[src/rtl/core/ffra_pkg.sv]
package ffra_pkg;

    // Page size limit; field widths are sized for it
    localparam int MAX_PAGE_BLOCKS = 1024;

    // Request codes
    localparam logic [1:0] OP_ALLOC  = 2'd0;
    localparam logic [1:0] OP_FREE   = 2'd1;
    localparam logic [1:0] OP_FIND   = 2'd2;
    localparam logic [1:0] OP_UNUSED = 2'd3;

    // Result status codes
    localparam logic [1:0] ST_OK    = 2'd0;
    localparam logic [1:0] ST_NOFIT = 2'd1;
    localparam logic [1:0] ST_BAD   = 2'd2;
    localparam logic [1:0] ST_FULL  = 2'd3;

    // Datapath commands issued by the controller
    typedef enum logic [3:0] {
        CMD_NONE,
        CMD_INIT,
        CMD_SCAN_START,
        CMD_SCAN_STEP,
        CMD_SHIFT_UP,
        CMD_SHIFT_DOWN,
        CMD_ALLOC_SPLIT,
        CMD_ALLOC_EXACT,
        CMD_FREE_MARK,
        CMD_MERGE_NEXT,
        CMD_MERGE_PREV,
        CMD_READ,
        CMD_RESULT
    } cmd_t;

    // Status returned from the datapath
    typedef struct packed {
        logic scan_hit;
        logic scan_end;
        logic shift_done;
        logic split_needed;
        logic table_full;
        logic next_free;
        logic prev_free;
        logic index_bad;
        logic req_zero;
    } dp_status_t;

endpackage

[src/rtl/core/ffra_datapath.sv]
module ffra_datapath
    import ffra_pkg::*;
#(
    parameter int MAX_RANGES      = 64
)
(
    input  logic        clk,
    input  logic        rst_n,
    input  cmd_t        cmd,
    input  logic        load_req,
    input  logic [1:0]  in_op,
    input  logic [10:0] in_req,
    input  logic [9:0]  in_blk,
    input  logic        cfg_we,
    input  logic [10:0] cfg_data,
    output dp_status_t  status,
    output logic [9:0]  res_start,
    output logic [10:0] res_length,
    output logic        res_free
);

    localparam int IW = $clog2(MAX_RANGES);
    localparam int CW = $clog2(MAX_RANGES + 1);

    // Range table
    logic [9:0]  start_mem [MAX_RANGES];
    logic [10:0] len_mem   [MAX_RANGES];
    logic        free_mem  [MAX_RANGES];

    logic [10:0]   page_reg;
    logic [CW-1:0] count_reg;
    logic [CW-1:0] idx_reg;   // scan index / target entry
    logic [CW-1:0] sh_reg;    // shift pointer
    logic [1:0]    op_reg;
    logic [10:0]   req_reg;
    logic [9:0]    blk_reg;
    logic [9:0]    cur_start_reg;
    logic [10:0]   cur_len_reg;
    logic          cur_free_reg;
    logic          shift_done_reg;

    // Neighbors of the entry being freed
    logic          nxt_free_reg;
    logic [10:0]   nxt_len_reg;
    logic          prv_free_reg;
    logic [9:0]    prv_start_reg;
    logic [10:0]   prv_len_reg;

    // Result held for the output channel
    logic [9:0]    out_start_reg;
    logic [10:0]   out_len_reg;
    logic          out_free_reg;

    logic [10:0] page_clamped;
    logic [IW-1:0] ia, ia1, ia_m1;
    logic [11:0] end_sum;
    logic        hit;

    // Register clamp
    always_comb
    begin
        if (cfg_data == 11'd0)
            page_clamped = 11'd1;
        else if (32'(cfg_data) > MAX_PAGE_BLOCKS)
            page_clamped = 11'(MAX_PAGE_BLOCKS);
        else
            page_clamped = cfg_data;
    end

    assign ia    = idx_reg[IW-1:0];
    assign ia1   = IW'(idx_reg + CW'(1));
    assign ia_m1 = IW'(idx_reg - CW'(1));
    assign end_sum = {2'b00, cur_start_reg} + {1'b0, cur_len_reg};

    // Scan match on the entry just read
    always_comb
    begin
        if (op_reg == OP_ALLOC)
            hit = cur_free_reg && (cur_len_reg >= req_reg);
        else
            hit = ({2'b00, blk_reg} >= {2'b00, cur_start_reg}) &&
                  ({2'b00, blk_reg} < end_sum);
    end

    assign status.scan_hit     = hit && (idx_reg < count_reg);
    assign status.scan_end     = idx_reg >= count_reg;
    assign status.shift_done   = shift_done_reg;
    assign status.split_needed = cur_len_reg > req_reg;
    assign status.table_full   = count_reg >= CW'(MAX_RANGES);
    assign status.next_free    = (idx_reg + CW'(1) < count_reg) && nxt_free_reg;
    assign status.prev_free    = (idx_reg != '0) && prv_free_reg;
    assign status.index_bad    = {1'b0, blk_reg} >= page_reg;
    assign status.req_zero     = req_reg == 11'd0;

    assign res_start  = out_start_reg;
    assign res_length = out_len_reg;
    assign res_free   = out_free_reg;

    // Control registers
    always_ff @(posedge clk or negedge rst_n)
    begin
        if (!rst_n)
        begin
            page_reg  <= 11'(MAX_PAGE_BLOCKS > 1024 ? 1024 : MAX_PAGE_BLOCKS);
            count_reg <= CW'(1);
        end
        else if (cfg_we)
        begin
            page_reg  <= page_clamped;
            count_reg <= CW'(1);
        end
        else
        begin
            unique case (cmd)
                CMD_ALLOC_SPLIT: count_reg <= count_reg + CW'(1);
                CMD_MERGE_NEXT,
                CMD_MERGE_PREV:  count_reg <= count_reg - CW'(1);
                default:         count_reg <= count_reg;
            endcase
        end
    end

    // Table and working registers; a shift moves one entry per cycle
    always_ff @(posedge clk)
    begin
        if (load_req)
        begin
            op_reg  <= in_op;
            req_reg <= in_req;
            blk_reg <= in_blk;
        end
        if (cfg_we || cmd == CMD_INIT)
        begin
            start_mem[0] <= 10'd0;
            len_mem[0]   <= cfg_we ? page_clamped : page_reg;
            free_mem[0]  <= 1'b1;
        end
        else
        begin
            unique case (cmd)
                CMD_SCAN_START:
                begin
                    idx_reg       <= '0;
                    cur_start_reg <= start_mem[0];
                    cur_len_reg   <= len_mem[0];
                    cur_free_reg  <= free_mem[0];
                    sh_reg        <= count_reg;
                    shift_done_reg <= 1'b0;
                end
                CMD_SCAN_STEP:
                begin
                    idx_reg       <= idx_reg + CW'(1);
                    cur_start_reg <= start_mem[ia1];
                    cur_len_reg   <= len_mem[ia1];
                    cur_free_reg  <= free_mem[ia1];
                end
                CMD_SHIFT_UP:
                begin
                    // open a hole at idx+1: move entry sh-1 to sh
                    if (sh_reg > idx_reg + CW'(1))
                    begin
                        start_mem[IW'(sh_reg)] <= start_mem[IW'(sh_reg - CW'(1))];
                        len_mem[IW'(sh_reg)]   <= len_mem[IW'(sh_reg - CW'(1))];
                        free_mem[IW'(sh_reg)]  <= free_mem[IW'(sh_reg - CW'(1))];
                        sh_reg <= sh_reg - CW'(1);
                        shift_done_reg <= (sh_reg - CW'(1)) <= idx_reg + CW'(1);
                    end
                    else
                        shift_done_reg <= 1'b1;
                end
                CMD_SHIFT_DOWN:
                begin
                    // close the hole at sh: move entry sh+1 to sh (count already reduced)
                    if (sh_reg < count_reg)
                    begin
                        start_mem[IW'(sh_reg)] <= start_mem[IW'(sh_reg + CW'(1))];
                        len_mem[IW'(sh_reg)]   <= len_mem[IW'(sh_reg + CW'(1))];
                        free_mem[IW'(sh_reg)]  <= free_mem[IW'(sh_reg + CW'(1))];
                        sh_reg <= sh_reg + CW'(1);
                        shift_done_reg <= sh_reg + CW'(1) >= count_reg;
                    end
                    else
                        shift_done_reg <= 1'b1;
                end
                CMD_ALLOC_SPLIT:
                begin
                    start_mem[ia1] <= 10'(end_sum - {1'b0, cur_len_reg} + {1'b0, req_reg});
                    len_mem[ia1]   <= cur_len_reg - req_reg;
                    free_mem[ia1]  <= 1'b1;
                    len_mem[ia]    <= req_reg;
                    free_mem[ia]   <= 1'b0;
                    cur_len_reg    <= req_reg;
                    cur_free_reg   <= 1'b0;
                end
                CMD_ALLOC_EXACT:
                begin
                    free_mem[ia] <= 1'b0;
                    cur_free_reg <= 1'b0;
                end
                CMD_FREE_MARK:
                begin
                    free_mem[ia]   <= 1'b1;
                    cur_free_reg   <= 1'b1;
                    sh_reg         <= idx_reg + CW'(1);
                    shift_done_reg <= 1'b0;
                    nxt_free_reg   <= free_mem[ia1];
                    nxt_len_reg    <= len_mem[ia1];
                    prv_free_reg   <= free_mem[ia_m1];
                    prv_start_reg  <= start_mem[ia_m1];
                    prv_len_reg    <= len_mem[ia_m1];
                end
                CMD_MERGE_NEXT:
                begin
                    len_mem[ia] <= cur_len_reg + nxt_len_reg;
                    cur_len_reg <= cur_len_reg + nxt_len_reg;
                    sh_reg      <= idx_reg + CW'(1);
                    shift_done_reg <= 1'b0;
                end
                CMD_MERGE_PREV:
                begin
                    len_mem[ia_m1] <= prv_len_reg + cur_len_reg;
                    cur_start_reg  <= prv_start_reg;
                    cur_len_reg    <= prv_len_reg + cur_len_reg;
                    idx_reg        <= idx_reg - CW'(1);
                    sh_reg         <= idx_reg;
                    shift_done_reg <= 1'b0;
                end
                CMD_READ:
                begin
                    sh_reg <= count_reg;
                    shift_done_reg <= 1'b0;
                end
                CMD_RESULT:
                begin
                    out_start_reg <= cur_start_reg;
                    out_len_reg   <= cur_len_reg;
                    out_free_reg  <= cur_free_reg;
                end
                default:
                begin
                end
            endcase
        end
    end

endmodule

[src/rtl/core/ffra_ctrl.sv]
module ffra_ctrl
    import ffra_pkg::*;
(
    input  logic        clk,
    input  logic        rst_n,
    input  logic        in_valid,
    output logic        in_ready,
    output logic        load_req,
    output cmd_t        cmd,
    input  dp_status_t  dps,
    input  logic [1:0]  op_held,
    output logic        out_valid,
    input  logic        out_ready,
    output logic [1:0]  out_status,
    output logic        out_zero
);

    typedef enum logic [3:0] {
        S_INIT, S_IDLE, S_CHECK, S_SCAN, S_DECIDE, S_SPLIT_SHIFT, S_SPLIT,
        S_MERGE_N, S_SHIFT_N, S_MERGE_P, S_SHIFT_P, S_DONE
    } state_t;

    state_t      state_reg, state_next;
    logic [1:0]  st_reg, st_next;
    logic        zero_reg, zero_next;
    logic        ov_reg, ov_next;
    logic [1:0]  out_st_reg, out_st_next;
    logic        out_zero_reg, out_zero_next;

    assign in_ready   = (state_reg == S_IDLE);
    assign load_req   = in_valid && in_ready;
    assign out_valid  = ov_reg;
    assign out_status = out_st_reg;
    assign out_zero   = out_zero_reg;

    // Next state and command
    always_comb
    begin
        state_next    = state_reg;
        st_next       = st_reg;
        zero_next     = zero_reg;
        ov_next       = ov_reg && !out_ready;
        out_st_next   = out_st_reg;
        out_zero_next = out_zero_reg;
        cmd           = CMD_NONE;
        unique case (state_reg)
            S_INIT:
            begin
                cmd = CMD_INIT;
                state_next = S_IDLE;
            end
            S_IDLE:
                if (load_req)
                begin
                    cmd = CMD_SCAN_START;
                    state_next = S_CHECK;
                end
            S_CHECK:
            begin
                if (op_held == OP_ALLOC && dps.req_zero ||
                    op_held != OP_ALLOC && (op_held == OP_UNUSED || dps.index_bad))
                begin
                    st_next = ST_BAD; zero_next = 1'b1; state_next = S_DONE;
                end
                else
                    state_next = S_SCAN;
            end
            S_SCAN:
            begin
                if (dps.scan_end)
                begin
                    st_next = (op_held == OP_ALLOC) ? ST_NOFIT : ST_BAD;
                    zero_next = 1'b1; state_next = S_DONE;
                end
                else if (dps.scan_hit)
                    state_next = S_DECIDE;
                else
                    cmd = CMD_SCAN_STEP;
            end
            S_DECIDE:
            begin
                st_next = ST_OK; zero_next = 1'b0;
                if (op_held == OP_FIND)
                    state_next = S_DONE;
                else if (op_held == OP_ALLOC)
                begin
                    if (!dps.split_needed)
                    begin
                        cmd = CMD_ALLOC_EXACT; state_next = S_DONE;
                    end
                    else if (dps.table_full)
                    begin
                        st_next = ST_FULL; zero_next = 1'b1; state_next = S_DONE;
                    end
                    else
                    begin
                        cmd = CMD_READ; state_next = S_SPLIT_SHIFT;
                    end
                end
                else
                begin
                    cmd = CMD_FREE_MARK; state_next = S_MERGE_N;
                end
            end
            S_SPLIT_SHIFT:
            begin
                cmd = CMD_SHIFT_UP;
                if (dps.shift_done)
                begin
                    cmd = CMD_ALLOC_SPLIT; state_next = S_DONE;
                end
            end
            S_MERGE_N:
                if (dps.next_free)
                begin
                    cmd = CMD_MERGE_NEXT; state_next = S_SHIFT_N;
                end
                else
                    state_next = S_MERGE_P;
            S_SHIFT_N:
            begin
                cmd = CMD_SHIFT_DOWN;
                if (dps.shift_done)
                begin
                    cmd = CMD_NONE; state_next = S_MERGE_P;
                end
            end
            S_MERGE_P:
                if (dps.prev_free)
                begin
                    cmd = CMD_MERGE_PREV; state_next = S_SHIFT_P;
                end
                else
                    state_next = S_DONE;
            S_SHIFT_P:
            begin
                cmd = CMD_SHIFT_DOWN;
                if (dps.shift_done)
                begin
                    cmd = CMD_NONE; state_next = S_DONE;
                end
            end
            S_DONE:
            begin
                // wait here while the output register still holds an unsent result
                if (!ov_reg || out_ready)
                begin
                    cmd           = CMD_RESULT;
                    ov_next       = 1'b1;
                    out_st_next   = st_reg;
                    out_zero_next = zero_reg;
                    state_next    = S_IDLE;
                end
            end
            default:
                state_next = S_IDLE;
        endcase
    end

    // State and registered outputs
    always_ff @(posedge clk or negedge rst_n)
    begin
        if (!rst_n)
        begin
            state_reg    <= S_INIT;
            st_reg       <= ST_OK;
            zero_reg     <= 1'b0;
            ov_reg       <= 1'b0;
            out_st_reg   <= ST_OK;
            out_zero_reg <= 1'b0;
        end
        else
        begin
            state_reg    <= state_next;
            st_reg       <= st_next;
            zero_reg     <= zero_next;
            ov_reg       <= ov_next;
            out_st_reg   <= out_st_next;
            out_zero_reg <= out_zero_next;
        end
    end

endmodule

[src/rtl/core/first_fit_range_allocator_top.sv]
// Channel  | Direction | Handshake              | Payload
// s_axis   | in        | s_axis_tvalid/tready   | tdata: request_blocks, block_index; tuser: op
// m_axis   | out       | m_axis_tvalid/tready   | tdata: range_start, range_length, range_free;
//          |           |                        | tuser: status
// cfg      | in        | cfg_valid/cfg_ready    | cfg_data: page_blocks
// One request at a time: the request is checked, then the table is scanned entry by entry
// (a bad size, index or op skips the scan; a miss scans every entry). A split first moves
// later entries up to open a slot; a free marks the entry, then merges with a free next and
// then a free previous range, each merge moving later entries down. Scan and shifts set the worst case.
// rst_n is asynchronous; the init state after reset sets one free range covering 1024 blocks.
// A result waiting on m_axis lets the next request in but holds back its result.
module first_fit_range_allocator_top
    import ffra_pkg::*;
#(
    parameter int MAX_RANGES      = 64
)
(
    input  logic        clk,
    input  logic        rst_n,
    input  logic        s_axis_tvalid,
    output logic        s_axis_tready,
    input  logic [23:0] s_axis_tdata,   // request_blocks[10:0], block_index[20:11], zero fill
    input  logic [1:0]  s_axis_tuser,   // op[1:0]
    output logic        m_axis_tvalid,
    input  logic        m_axis_tready,
    output logic [23:0] m_axis_tdata,   // range_start[9:0], range_length[20:10], range_free[21]
    output logic [1:0]  m_axis_tuser,   // status[1:0]
    input  logic        cfg_valid,
    output logic        cfg_ready,
    input  logic [10:0] cfg_data
);

    cmd_t        cmd;
    dp_status_t  dps;
    logic        load_req;
    logic        zero;
    logic [9:0]  r_start;
    logic [10:0] r_len;
    logic        r_free;
    logic [1:0]  op_held_reg;

    assign cfg_ready = 1'b1;

    // Held op for the controller
    always_ff @(posedge clk)
    begin
        if (load_req)
            op_held_reg <= s_axis_tuser;
    end

    ffra_ctrl u_ctrl (
        .clk        (clk),
        .rst_n      (rst_n),
        .in_valid   (s_axis_tvalid),
        .in_ready   (s_axis_tready),
        .load_req   (load_req),
        .cmd        (cmd),
        .dps        (dps),
        .op_held    (op_held_reg),
        .out_valid  (m_axis_tvalid),
        .out_ready  (m_axis_tready),
        .out_status (m_axis_tuser),
        .out_zero   (zero)
    );

    ffra_datapath #(
        .MAX_RANGES      (MAX_RANGES)
    ) u_dp (
        .clk        (clk),
        .rst_n      (rst_n),
        .cmd        (cmd),
        .load_req   (load_req),
        .in_op      (s_axis_tuser),
        .in_req     (s_axis_tdata[10:0]),
        .in_blk     (s_axis_tdata[20:11]),
        .cfg_we     (cfg_valid),
        .cfg_data   (cfg_data),
        .status     (dps),
        .res_start  (r_start),
        .res_length (r_len),
        .res_free   (r_free)
    );

    // Error results carry zero fields
    assign m_axis_tdata = zero ? 24'd0 : {2'b00, r_free, r_len, r_start};

endmodule

[config.mk]
export PLATFORM = sky130hd
export DESIGN_NAME = first_fit_range_allocator_top
export DESIGN_NICKNAME = d
export VERILOG_FILES = /design/src/rtl/core/ffra_pkg.sv /design/src/rtl/core/ffra_datapath.sv /design/src/rtl/core/ffra_ctrl.sv /design/src/rtl/core/first_fit_range_allocator_top.sv
export SDC_FILE = /design/constraint.sdc
export NUM_CORES = 2
export LEC_CHECK = 0
export BUFFER_PORTS_ARGS = -buffer_cell sky130_fd_sc_hd__buf_2
export CAP_MARGIN = 10
export CORE_ASPECT_RATIO = 0.5
export CORE_MARGIN = 2
export CORE_UTILIZATION = 55
export DETAILED_ROUTE_END_ITERATION = 8
export PLACE_DENSITY = 0.71
export SLEW_MARGIN = 10
export SYNTH_ARGS = -nofsm -noshare
export SYNTH_HDL_FRONTEND = slang
export SYNTH_SLANG_ARGS = --single-unit
[constraint.sdc]
create_clock -name clk -period 12.6 [get_ports clk]
set_input_delay 3.15 -clock clk [delete_from_list [all_inputs] [get_ports clk]]
set_output_delay 3.15 -clock clk [all_outputs]
set_load 0.02 [all_outputs]
==> results.cfg <==
[outcome]
outcome = complete, but fails checks
violations = DRC

[worst_setup_path]
path_max_fanout = 56
crit_chain = buf_2 > a21oi_1 > o21ai_1 > nor3_4 > buf_4 > nor2_4 > buf_4 > nor2_1 > buf_4 > mux2i_1
cp_slowest_cell = a21oi_1
critPathCaptureType = register
cp.arrival_ns = 8.43
critPathKind = in2reg
start_kind = input port
worstPathRequired_ns = 13.12
max_stage_delay_ns = 1.08
critical_path.most_common_cell = buf_4

[cells_and_area]
areaGrowthSynthToFinish_pct = 7.76
regMostFlops = u_dp.len_mem
nFillCells = 14742
multiInputGateArea_um2 = 58700
register_area_um2 = 46500
stdcell_count = 9945
largest_reg_flops = 704
drive_above_1_share_pct = 31.6
nets = 7377
top_regs = u_dp.len_mem x704, u_dp.start_mem x640, u_dp.free_mem x64

[global_route]
globalRouteMet2Util_pct = 54.0
grt_use_met1_pct = 50.3
antenna_found_initial = 20
grt_pass1_vias = 75214
grt_use_met3_pct = 18.2
grt_pass1_wl_um = 558000
gr-total-overflow = 0
grt_busiest_layer = met2
grt.total_usage_pct = 39.1
grt_max_degree = 191

[logic_synthesis]
avgSynthCellArea_um2 = 14.5
synth_edf_count = 1524
yosysMostFrequentCell = edfxtp_1
yosys_warnings = 0
yosys-top-cells-count = edfxtp_1, mux4_2, mux2i_1
ys_types = 106
synth-seq-area-share_pct = 42.9
yosys-top-cells-area = edfxtp_1, mux4_2, mux2i_1, nand2_1, a211oi_1
ys_seq_elements = 1553
synth_top_area_share_pct = 42.2
synthCells = 7465
synth_area_um2 = 108000
yosys.area.top_type = edfxtp_1
synth_ff_type = edfxtp_1
async_reset_ff_share_pct = 1.87

[placed_design]
dpl.hpwl_um = 245000
place.gp.congestion = 1.02
io_buffers = 64
dp.cells = 9656
pre_cts_slack_ns = 4.38

[sta]
tns_ns = 0
layout_min_cycle_time_ns = 7.91
relSlewSlack_pct = 6.64
tightest_slew_ns = 1.38
holdWs_ns = 0.496
rsz0062_at_grt = no
finalCritPeriodShare_pct = 62.8
fin_ws_ns = 4.69
hold_violations = 0
drv_slew = 0
clock_skew_ns = 0.0477
max_freq_mhz = 126
finalSetupViolations = 0

[drt]
finalWirelength_um = 397000
drt_first_pass_iters = 9
drc = 1
vias = 80119
postRouteAntennaNets = 0
wl_per_cell_um = 39.9
drtIter0Drc = 15375
viasPerCell = 8.06

[clocking]
root_buffer = clkbuf_16
cts_max_path_buffers = 4
cts_made_buffers = 160
clkTransAtPathRegs_ns = 0.06
cts.sinks = 1553
cts_resized = 0
insertion_delay_ns = 0.85
post_cts_buffers = 0
cts_tree = yes
h-tree-depth = 4
ctsHoldBuffers = 0

[die]
coreArea_um2 = 196000
dieWidth_um = 632
io_pins = 71
initial_utilization_pct = 55.2
die_area_um2 = 201000
die_y_um = 318
row_count = 115

[pwr]
finalPower_mw = 27.5
power.leakage_nw = 39.7
power_density_nw_per_um2 = 235
ir_drop_v = 0.000325

[flow_run]
drv_cap = 0

[hold_path]
hp-class = reg2reg
[path summary, 6_finish.rpt]
check / from / endpoint / slack (ns) / cells after the start
hold / removal: u_ctrl.zero_reg / u_ctrl.zero_reg / 0.50 / 1
max in group asynchronous: rst_n / u_dp.count_reg[4] / 9.79 / 1
min in group asynchronous: rst_n / u_dp.count_reg[1] / 2.35 / 1
setup / recovery: cfg_valid / u_dp.len_mem[28][1] / 4.69 / 10
setup reg to reg: u_dp.idx_reg[0] / u_dp.len_mem[33][7] / 4.87 / 18
hold reg to reg: u_ctrl.zero_reg / u_ctrl.zero_reg / 0.50 / 1
[through the flow]
step           utilization [%]  cell area, µm²
3_5_place_dp              57.0          112000
4_1_cts                   59.4          117000
3_3_place_gp              57.0          112000
6_report                  59.5          117000
2_1_floorplan                -          108000
5_1_grt                   59.5          117000
[cells by family (layout without fill, tap and decap cells)]
kind of cell,count (synthesis),after routing,synth area share (%)
buffers and inverters,925,762,3.87
multiplexers,2479,2479,38.9
XOR/XNOR,65,65,0.580
AO/OA/AOI/OAI,1083,1083,7.00
other,2,13,0.00693
flip-flops,1553,1553,42.9
adder cells (fa/ha/maj),146,146,1.78
AND/OR/NAND/NOR,1212,1212,4.94
[critical path, delay by kind of cell]
family | cells | cell delay (ns)
buffers and inverters | 4 | 1.42
AO/OA/AOI/OAI | 2 | 1.67
multiplexers | 1 | 0.09
AND/OR/NAND/NOR | 3 | 2.04
[where the power goes]
part	total, mW	internal, mW	switching [mW]	leakage [nW]
clock	4.73	2.57	2.15	2.38
sequential	6.48	6.24	0.239	14.0
combinational	16.3	6.37	9.89	23.3
total	27.5	15.2	12.3	39.7
[cell type report]
class,count,area share [%]
clock inverter,84,0.567
inverter,105,0.364
tap,2632,2.82
antenna,10,0.0214
multi-input combinational,4988,50.3
timing repair buffer,382,2.52
sequential,1553,39.8
clock buffer,191,3.59
[layer usage]
| layer | up-vias | part of all wire, % |
|---|---|---|
| li1 | 30460 | - |
| met1 | 40353 | 33 |
| met2 | 7720 | 41 |
| met3 | 1550 | 18 |
| met4 | 36 | 7.4 |
| met5 | - | 0.19 |
[layout by cell type, fill, tap and decap left out, drive strengths merged, types with 19 or more instances in the layout]
master     n
buf      380
o32ai     61
nor2b     40
a311oi    42
o21ai    160
and2      19
nor3      93
mux2i    969
dfrtp     27
nand2b    22
mux2     137
nand4     24
a211oi   230
ha       131
inv      100
a31oi     68
nand3     60
clkinv    75
mux4    1373
and3      28
a21o      34
xnor2     37
a21oi    187
o211ai    43
xor2      27
nor2     368
o22ai     72
o31ai     30
clkbuf   193
nand2    497
edfxtp  1524
Note: power is estimated with default switching activity, not from simulation.
